--- src/hdl/wtel_pkg.sv ---
// shared types, constants and the crc step for the wind telemetry framer
package wtel_pkg;

  localparam int SAMPLES_PER_FRAME = 5;
  localparam int SLOT_W            = $clog2(SAMPLES_PER_FRAME);
  localparam int HDR_LEN           = 3;
  localparam int FRAME_LEN         = SAMPLES_PER_FRAME + HDR_LEN + 1;
  localparam int IDX_W             = $clog2(FRAME_LEN);
  localparam int REPLY_LEN         = 9;
  localparam int MATCH_W           = 4;
  localparam logic [7:0] ERROR_LIMIT_RST = 8'd24;

  typedef enum logic [1:0] {
    OP_TICK  = 2'd0,
    OP_PULSE = 2'd1,
    OP_RX    = 2'd2,
    OP_RING  = 2'd3
  } op_t;

  typedef enum logic {
    KIND_FRAME = 1'b0,
    KIND_RESET = 1'b1
  } kind_t;

  // frame byte slots: the header before the direction samples, the crc last
  localparam logic [IDX_W-1:0] IDX_UP_HI = IDX_W'(0);
  localparam logic [IDX_W-1:0] IDX_UP_LO = IDX_W'(1);
  localparam logic [IDX_W-1:0] IDX_PULSE = IDX_W'(2);
  localparam logic [IDX_W-1:0] IDX_CRC   = IDX_W'(FRAME_LEN - 1);

  function automatic logic [7:0] reply_byte(input logic [MATCH_W-1:0] pos);
    logic [7:0] b;
    case (pos)
      4'd0:    b = 8'h0D;
      4'd1:    b = 8'h0A;
      4'd2:    b = 8'h53;
      4'd3:    b = 8'h45;
      4'd4:    b = 8'h4E;
      4'd5:    b = 8'h44;
      4'd6:    b = 8'h20;
      4'd7:    b = 8'h4F;
      4'd8:    b = 8'h4B;
      default: b = 8'h00;
    endcase
    return b;
  endfunction

  function automatic logic [7:0] crc_term(input logic [2:0] bit_pos);
    logic [7:0] t;
    case (bit_pos)
      3'd0:    t = 8'h5E;
      3'd1:    t = 8'hBC;
      3'd2:    t = 8'h61;
      3'd3:    t = 8'hC2;
      3'd4:    t = 8'h9D;
      3'd5:    t = 8'h23;
      3'd6:    t = 8'h46;
      3'd7:    t = 8'h8C;
      default: t = 8'h00;
    endcase
    return t;
  endfunction

  // one byte of reflected crc-8, poly 0x8c
  function automatic logic [7:0] crc_update(input logic [7:0] crc, input logic [7:0] data);
    logic [7:0] x;
    logic [7:0] r;
    x = crc ^ data;
    r = 8'h00;
    for (int b = 0; b < 8; b++) begin
      if (x[b]) begin
        r = r ^ crc_term(3'(b));
      end
    end
    return r;
  endfunction

endpackage

--- src/hdl/wtel_if.sv ---
// word channels for the wind telemetry framer
interface wtel_in_if;
  logic       valid;
  logic       ready;
  logic [1:0] operation;
  logic [7:0] direction;
  logic [7:0] rx_byte;

  modport source (output valid, output operation, output direction, output rx_byte,
                  input ready);
  modport sink (input valid, input operation, input direction, input rx_byte,
                output ready);
endinterface

interface wtel_out_if;
  logic       valid;
  logic       ready;
  logic       kind;
  logic [7:0] tx_byte;
  logic       last;

  modport source (output valid, output kind, output tx_byte, output last, input ready);
  modport sink (input valid, input kind, input tx_byte, input last, output ready);
endinterface

--- src/hdl/wind_telemetry_framer.sv ---
// wind telemetry framer: second slots, frame build with crc-8, reply watch, error budget
//
// Pulses, received bytes and ticks that do not close a frame give no result,
// but a ring, or a slot-two tick that runs the error budget out, gives one
// reset request word. The tick that wraps the slot counter gives a frame of
// SAMPLES_PER_FRAME + 4 words (9 here): a small sequencer walks the frame
// bytes through one shared crc-8 byte unit, loading one word a cycle into the
// output register while the sink takes them, and input ready stays low until
// the crc word is loaded. Words go out through a single output register; a new
// item can be taken while the last word still waits there. The error_limit
// write takes effect at the next budget refill or reinitialisation.
module wind_telemetry_framer (
  input  logic               clk,
  input  logic               rst_n,
  input  logic               cfg_wr_en,
  input  logic [7:0]         cfg_wr_data,
  wtel_in_if.sink            in_if,
  wtel_out_if.source         out_if
);
  import wtel_pkg::*;

  typedef enum logic [2:0] {
    ST_IDLE = 3'b001,
    ST_EMIT = 3'b010,
    ST_REQ  = 3'b100
  } state_t;

  state_t               state_r, state_nxt;
  logic [7:0]           error_limit_r;
  logic [SLOT_W-1:0]    slot_r, slot_nxt;
  logic [15:0]          uptime_r, uptime_nxt;
  logic [7:0]           pulse_r, pulse_nxt;
  logic [7:0]           dir_r [SAMPLES_PER_FRAME];
  logic [7:0]           dir_nxt [SAMPLES_PER_FRAME];
  logic [MATCH_W-1:0]   match_r, match_nxt;
  logic                 seen_r, seen_nxt;
  logic                 listen_r, listen_nxt;
  logic [7:0]           errors_r, errors_nxt;
  logic [IDX_W-1:0]     idx_r, idx_nxt;
  logic [7:0]           crc_r, crc_nxt;
  logic                 out_valid_r, out_valid_nxt;
  logic                 out_kind_r, out_kind_nxt;
  logic [7:0]           out_byte_r, out_byte_nxt;
  logic                 out_last_r, out_last_nxt;

  logic                 accept;
  logic                 load_ok;
  logic [SLOT_W:0]      slot_inc;
  logic [SLOT_W-1:0]    slot_new;
  logic                 wrap;
  logic [IDX_W-1:0]     dir_idx;
  logic [7:0]           emit_byte;
  logic [7:0]           errors_dec;

  assign in_if.ready    = (state_r == ST_IDLE);
  assign accept         = in_if.valid && in_if.ready;
  assign load_ok        = !out_valid_r || out_if.ready;

  assign out_if.valid   = out_valid_r;
  assign out_if.kind    = out_kind_r;
  assign out_if.tx_byte = out_byte_r;
  assign out_if.last    = out_last_r;

  assign slot_inc   = {1'b0, slot_r} + (SLOT_W+1)'(1);
  assign wrap       = (slot_inc >= (SLOT_W+1)'(SAMPLES_PER_FRAME));
  assign slot_new   = wrap ? '0 : slot_inc[SLOT_W-1:0];
  assign dir_idx    = idx_r - IDX_W'(HDR_LEN);
  assign errors_dec = errors_r - 8'd1;

  // frame byte mux feeding the output register and the crc unit
  always_comb begin
    if (idx_r == IDX_UP_HI) begin
      emit_byte = uptime_r[15:8];
    end else if (idx_r == IDX_UP_LO) begin
      emit_byte = uptime_r[7:0];
    end else if (idx_r == IDX_PULSE) begin
      emit_byte = pulse_r;
    end else if (idx_r == IDX_CRC) begin
      emit_byte = crc_r;
    end else begin
      emit_byte = dir_r[dir_idx[SLOT_W-1:0]];
    end
  end

  always_comb begin
    state_nxt     = state_r;
    slot_nxt      = slot_r;
    uptime_nxt    = uptime_r;
    pulse_nxt     = pulse_r;
    dir_nxt       = dir_r;
    match_nxt     = match_r;
    seen_nxt      = seen_r;
    listen_nxt    = listen_r;
    errors_nxt    = errors_r;
    idx_nxt       = idx_r;
    crc_nxt       = crc_r;
    out_valid_nxt = out_valid_r && !out_if.ready;
    out_kind_nxt  = out_kind_r;
    out_byte_nxt  = out_byte_r;
    out_last_nxt  = out_last_r;

    case (state_r)
      ST_IDLE: begin
        if (accept) begin
          case (op_t'(in_if.operation))
            OP_PULSE: begin
              pulse_nxt = pulse_r + 8'd1;
            end
            OP_RING: begin
              state_nxt = ST_REQ;
            end
            OP_RX: begin
              if (listen_r) begin
                if (match_r < MATCH_W'(REPLY_LEN) && in_if.rx_byte == reply_byte(match_r)) begin
                  if (match_r == MATCH_W'(REPLY_LEN - 1)) begin
                    seen_nxt   = 1'b1;
                    match_nxt  = '0;
                    listen_nxt = 1'b0;
                  end else begin
                    match_nxt = match_r + MATCH_W'(1);
                  end
                end else begin
                  seen_nxt   = 1'b0;
                  match_nxt  = '0;
                  listen_nxt = 1'b0;
                end
              end
            end
            OP_TICK: begin
              slot_nxt          = slot_new;
              dir_nxt[slot_new] = in_if.direction;
              if (wrap) begin
                uptime_nxt = uptime_r + 16'd1;
                match_nxt  = '0;
                seen_nxt   = 1'b0;
                listen_nxt = 1'b1;
                idx_nxt    = '0;
                crc_nxt    = 8'h00;
                state_nxt  = ST_EMIT;
              end else if (slot_new == SLOT_W'(2)) begin
                listen_nxt = 1'b0;
                if (seen_r) begin
                  errors_nxt = error_limit_r;
                end else begin
                  errors_nxt = errors_dec;
                  if (errors_dec == 8'd0) begin
                    state_nxt = ST_REQ;
                  end
                end
              end
            end
            default: begin
              state_nxt = state_r;
            end
          endcase
          // reinitialise at once, the request word follows
          if (state_nxt == ST_REQ) begin
            slot_nxt   = '0;
            uptime_nxt = '0;
            pulse_nxt  = '0;
            for (int i = 0; i < SAMPLES_PER_FRAME; i++) begin
              dir_nxt[i] = 8'h00;
            end
            match_nxt  = '0;
            seen_nxt   = 1'b0;
            listen_nxt = 1'b0;
            errors_nxt = error_limit_r;
          end
        end
      end
      ST_EMIT: begin
        if (load_ok) begin
          out_valid_nxt = 1'b1;
          out_kind_nxt  = KIND_FRAME;
          out_byte_nxt  = emit_byte;
          out_last_nxt  = (idx_r == IDX_CRC);
          crc_nxt       = crc_update(crc_r, emit_byte);
          idx_nxt       = idx_r + IDX_W'(1);
          if (idx_r == IDX_PULSE) begin
            pulse_nxt = 8'h00;
          end
          if (idx_r == IDX_CRC) begin
            state_nxt = ST_IDLE;
          end
        end
      end
      ST_REQ: begin
        if (load_ok) begin
          out_valid_nxt = 1'b1;
          out_kind_nxt  = KIND_RESET;
          out_byte_nxt  = 8'h00;
          out_last_nxt  = 1'b1;
          state_nxt     = ST_IDLE;
        end
      end
      default: begin
        state_nxt = ST_IDLE;
      end
    endcase
  end

  always_ff @(posedge clk) begin
    if (!rst_n) begin
      state_r       <= ST_IDLE;
      error_limit_r <= ERROR_LIMIT_RST;
      slot_r        <= '0;
      uptime_r      <= '0;
      pulse_r       <= '0;
      for (int i = 0; i < SAMPLES_PER_FRAME; i++) begin
        dir_r[i] <= 8'h00;
      end
      match_r       <= '0;
      seen_r        <= 1'b0;
      listen_r      <= 1'b0;
      errors_r      <= ERROR_LIMIT_RST;
      idx_r         <= '0;
      out_valid_r   <= 1'b0;
    end else begin
      state_r       <= state_nxt;
      if (cfg_wr_en) begin
        error_limit_r <= cfg_wr_data;
      end
      slot_r        <= slot_nxt;
      uptime_r      <= uptime_nxt;
      pulse_r       <= pulse_nxt;
      dir_r         <= dir_nxt;
      match_r       <= match_nxt;
      seen_r        <= seen_nxt;
      listen_r      <= listen_nxt;
      errors_r      <= errors_nxt;
      idx_r         <= idx_nxt;
      out_valid_r   <= out_valid_nxt;
    end
  end

  always_ff @(posedge clk) begin
    crc_r      <= crc_nxt;
    out_kind_r <= out_kind_nxt;
    out_byte_r <= out_byte_nxt;
    out_last_r <= out_last_nxt;
  end

  a_req_word_shape: assert property (@(posedge clk) disable iff (!rst_n)
    out_if.valid && out_if.kind == KIND_RESET |-> out_if.last && out_if.tx_byte == 8'h00)
    else $error("reset request word malformed");

  a_ring_to_req: assert property (@(posedge clk) disable iff (!rst_n)
    accept && in_if.operation == OP_RING |=> state_r == ST_REQ && slot_r == '0)
    else $error("ring did not lead to a reset request");

  a_emit_blocks_input: assert property (@(posedge clk) disable iff (!rst_n)
    state_r == ST_EMIT && !(load_ok && idx_r == IDX_CRC) |=> state_r == ST_EMIT && !in_if.ready)
    else $error("frame sequencer left early");

  a_frame_starts_listen: assert property (@(posedge clk) disable iff (!rst_n)
    accept && in_if.operation == OP_TICK && wrap |=> state_r == ST_EMIT && listen_r
    && idx_r == '0)
    else $error("frame tick did not open the reply watch");

endmodule
--- src/flat_wrapper.sv ---
// flat-port wrapper written by rule: the top's interface ports become plain ports
module wind_telemetry_framer_flat import wtel_pkg::*;
  (clk, rst_n, cfg_wr_en, cfg_wr_data, in_if_valid, in_if_operation, in_if_direction, in_if_rx_byte, in_if_ready, out_if_valid, out_if_kind, out_if_tx_byte, out_if_last, out_if_ready);
  wtel_in_if in_if_i ();
  wtel_out_if out_if_i ();
  input  logic clk;
  input  logic rst_n;
  input  logic cfg_wr_en;
  input  logic [7:0] cfg_wr_data;
  input wire logic [$bits(in_if_i.valid)-1:0] in_if_valid;
  input wire logic [$bits(in_if_i.operation)-1:0] in_if_operation;
  input wire logic [$bits(in_if_i.direction)-1:0] in_if_direction;
  input wire logic [$bits(in_if_i.rx_byte)-1:0] in_if_rx_byte;
  output wire logic [$bits(in_if_i.ready)-1:0] in_if_ready;
  output wire logic [$bits(out_if_i.valid)-1:0] out_if_valid;
  output wire logic [$bits(out_if_i.kind)-1:0] out_if_kind;
  output wire logic [$bits(out_if_i.tx_byte)-1:0] out_if_tx_byte;
  output wire logic [$bits(out_if_i.last)-1:0] out_if_last;
  input wire logic [$bits(out_if_i.ready)-1:0] out_if_ready;
  assign in_if_i.valid = in_if_valid;
  assign in_if_i.operation = in_if_operation;
  assign in_if_i.direction = in_if_direction;
  assign in_if_i.rx_byte = in_if_rx_byte;
  assign in_if_ready = in_if_i.ready;
  assign out_if_valid = out_if_i.valid;
  assign out_if_kind = out_if_i.kind;
  assign out_if_tx_byte = out_if_i.tx_byte;
  assign out_if_last = out_if_i.last;
  assign out_if_i.ready = out_if_ready;
  wind_telemetry_framer u_core (.clk(clk), .rst_n(rst_n), .cfg_wr_en(cfg_wr_en), .cfg_wr_data(cfg_wr_data), .in_if(in_if_i), .out_if(out_if_i));
endmodule
--- config.mk ---
export PLATFORM = sky130hd
export DESIGN_NAME = wind_telemetry_framer_flat
export DESIGN_NICKNAME = d
export VERILOG_FILES = /design/src/hdl/wtel_pkg.sv /design/src/hdl/wtel_if.sv /design/src/hdl/wind_telemetry_framer.sv /design/src/flat_wrapper.sv
export SDC_FILE = /design/constraint.sdc
export NUM_CORES = 1
export LEC_CHECK = 0
export ABC_AREA = 1
export ABC_CLOCK_PERIOD_IN_PS = 3300
export BUFFER_PORTS_ARGS = -buffer_cell sky130_fd_sc_hd__buf_2
export CORE_MARGIN = 2
export CORE_UTILIZATION = 35
export CTS_CLUSTER_SIZE = 30
export DETAILED_ROUTE_END_ITERATION = 8
export GPL_TIMING_DRIVEN = 1
export SLEW_MARGIN = 20
export SYNTH_ARGS = -nofsm -noshare
export SYNTH_HDL_FRONTEND = slang
export SYNTH_SLANG_ARGS = --single-unit
--- constraint.sdc ---
create_clock -name clk -period 3.3 [get_ports clk]
set_input_delay 0.165 -clock clk [delete_from_list [all_inputs] [get_ports clk]]
set_output_delay 0.165 -clock clk [all_outputs]
set_load 0.02 [all_outputs]
==> out/results.txt <==
status - finished clean
# placed instances - 1293
clock sink total - 122
final setup margin - 0.202 ns
CTS tree - yes
R2R Setup Slk - 0.20 ns
EDFF count, synth - 18
Die Ht - 145 microns
H-tree depth - 4
worst flop-to-flop path endpoint - u_core.crc_r[0]
I/O Buffers - 42
Antenna Cells - 0
Switch Pwr - 1.11 mW
via count - 6429
Seq/Total Area, Yosys - 37.9%
Cell Area, Synth - 0.00693 sq mm
initial antenna violation count - 0
Clock Path Buffers - 2
Clock Latency Late Sink - 0.41 ns
layout cells sized above 1 - 14.0%
PwrDens - 490 mW/mm^2
hold depth - 3
leak pwr - 3.37 nW
worst hold margin - 0.0206 ns
Ports - 43
end of the worst hold path - u_core.error_limit_r[4]
post-synthesis net count - 1041
Setup Crit Path Kind - reg -> reg
data required time of the critical path - 3.47 ns
Main synth FF type - dfxtp_1
core area - 0.0195 sq mm
worst slew pin tran - 0.753 ns
cell row count - 51
max-slew violation total from the final report - 0
die width - 145 microns
HP Class - in -> reg
r2r startpoint - u_core.idx_r[0]
Mapped Cells - 990
vias in the first global route - 5994
Reg power frac - 40.6%
dpl ws - 0.210 ns
Worst Reg-to-Reg Cells - 15
starting density of the core - 35.6%
max_cap viols - 0
Vias/cell - 4.82
largest net degree at the start of global routing - 60
WL final - 17300 microns
hpwl dp - 12700 microns
Syn Area/Cell - 7.00 sq um
clk slew on worst S/H paths - 0.06 ns
Fmax - 323 MHz
Hold Fails Final Rpt - 0
clock share of power - 44.8%
drt pass-1 iters - 5
routability cong. - 0.863
Global Route Usage Sum - 17.5%
# fillers - 2047
clk_skew - 0.00678 ns
min cycle time layout - 3.10 ns
Worst Path Arrival - 3.27 ns
Slew headroom - 49.6%
asr flop ratio synth - 0%
Cell variety after synth - 47
setup TNS - 0 ns
Setup-failing EPs final - 0
total power - 3.98 mW
final non-filler cell total - 1333
yosys warns - 0
TritonCTS buffer count - 17
global route overflow - 0
final net count - 1106
switch share - 27.8%
beginning of the worst hold path - cfg_wr_en
Combinational Power Share - 14.6%
register bit total from synthesis - 122
Root Buffer - clkbuf_16
Die ar. - 0.0209 sq mm
Int Power - 2.87 mW
Post-DRT Antenna Nets - 0
Tcrit/Tclk final - 93.9%
1st-iter DRT viols - 473
Area Growth Syn to Fin - 17.4%
global-route wire length before repair - 29100 microns
Critical Path Fanout Max - 20
kind of end point of the critical path - flop
peak supply drop - 0.374 mV
WL per Instance - 13.0 microns
Critical Path Start Type - flop
DRC viols - 0
## logic make-up (layout without fill, tap and decap cells)
| family | count (synthesis) | in the layout | share of synthesized area, % |
|---|---|---|---|
| compound gates | 179 | 179 | 14.2 |
| flops | 122 | 122 | 37.9 |
| simple gates | 493 | 493 | 32.1 |
| buf+inv | 150 | 228 | 8.78 |
| fa+ha+maj | 20 | 20 | 3.61 |
| xor+xnor | 26 | 26 | 3.40 |
## what timing repair did
action | 4_1_cts | 5_1_grt
setup buffers | 0 | 4
resized for setup | 0 | 2
endpoints found under the setup margin | 0 | 6
hold buffers | 4 | 0
endpoints found under the hold margin | 3 | 0
## Yosys cell counts, types with 4 or more instances
master	n	area, sq um
xnor2_1	5	43.8
o21ai_1	11	55.1
buf_6	4	45.0
nand2_2	11	68.8
dfxtp_1	104	2080
nand3_1	74	370
clkinv_1	6	22.5
xor2_1	20	175
o211ai_1	12	90.1
nand4_1	7	43.8
ha_1	20	250
edfxtp_1	18	541
nand2_1	250	938
o22ai_1	8	50.1
nor3_1	28	140
buf_2	9	45.0
nor4_1	4	25.0
nor2_1	91	342
nor2_4	6	67.6
a21oi_1	88	440
inv_1	106	398
inv_2	10	37.5
a31oi_1	5	31.3
clkbuf_1	14	52.6
o21ai_0	45	225
## sequential cells by signal (all words and copies together) (netlist names), named ones only
| signal | cells |
|---|---|
| u_core.crc_r | 8 |
| u_core.dir_r | 40 |
| u_core.error_limit_r | 8 |
| u_core.errors_r | 8 |
| u_core.idx_r | 4 |
| u_core.listen_r | 1 |
| u_core.match_r | 4 |
| u_core.out_if.kind | 1 |
| u_core.out_if.last | 1 |
| u_core.out_if.tx_byte | 8 |
| u_core.out_if.valid | 1 |
| u_core.pulse_r | 8 |
| u_core.seen_r | 1 |
| u_core.slot_r | 3 |
| u_core.state_r | 3 |
| u_core.uptime_r | 16 |
## stage by stage
step	utilization [%]	area [sq um]
final	41.8	8130
after detailed placement	38.5	7500
after global placement	38.5	7500
after global routing	41.8	8130
after CTS	41.6	8100
after floorplan	-	6930
## placed cells by master (no fill, tap or decap), drive strengths merged, types with 2 or more instances in the layout
cell type	synthesis	final
bufinv	0	2
o22ai	8	8
xnor2	5	5
nor3b	3	3
dlygate4sd3	0	4
edfxtp	18	18
clkinv	6	13
nand2	264	264
nand3	78	78
a31oi	5	5
o211ai	12	12
dfxtp	104	104
inv	116	116
a21oi	90	90
nor4	4	4
and3	2	2
nor2	100	100
a211oi	3	3
nor3	31	31
clkbuf	14	19
xor2	21	21
nand4	8	8
o21ai	57	57
clkinvlp	0	4
buf	14	70
or2	2	2
ha	20	20
## how the worst max path moves through the flow
stage / end / from / cells past startpoint / slack (ns)
6_report: u_core.crc_r[0] / u_core.idx_r[0] / 15 / 0.20
5_1_grt: flop / u_core.errors_r[0] / 23 / -0.02
4_1_cts: flop / u_core.errors_r[0] / 22 / 0.18
3_5_place_dp: flop / u_core.errors_r[0] / 22 / 0.21
3_3_place_gp: flop / u_core.errors_r[0] / 22 / 0.30
2_1_floorplan: u_core.crc_r[6] / u_core.idx_r[0] / 18 / 0.35
## power by group through the flow
stage               logic, mW  clock network (mW)  registers (mW)
detailed placement      0.567                   0            1.65
global placement        0.567                   0            1.65
floorplan               0.416                   0            1.64
finish                  0.580                1.78            1.62
global route            0.656                1.90            1.63
CTS                     0.573                1.82            1.62
## routing by layer
metal	GRT usage, %	wire (microns)
met5	0	0
met4	5.42	196
met3	3.82	639
met2	27.9	7920
met1	23.8	8530
## worst max-delay path, cell delays in order, from the launching register on
cell      delay [ns]
dfxtp_1         0.35
inv_1           0.06
buf_4           0.20
ha_1            0.22
nand2_2         0.17
clkinv_1        0.28
a21oi_1         0.25
nand2_1         0.08
o211ai_1        0.10
nand3_1         0.10
o21ai_1         0.19
xor2_1          0.41
xor2_1          0.27
nand2_1         0.08
nand2_1         0.07
nor2_1          0.04
## final cells by class
class	count	area (sq um)	area share [%]
repair buffers	74	460	5.66
clock inverters	13	128	1.57
well taps	265	332	4.08
clock buffers	19	433	5.32
flip-flops and latches	122	2620	32.2
multi-input cells	718	3700	45.5
inverters	122	458	5.63
Note: power is estimated with default switching activity, not from simulation.
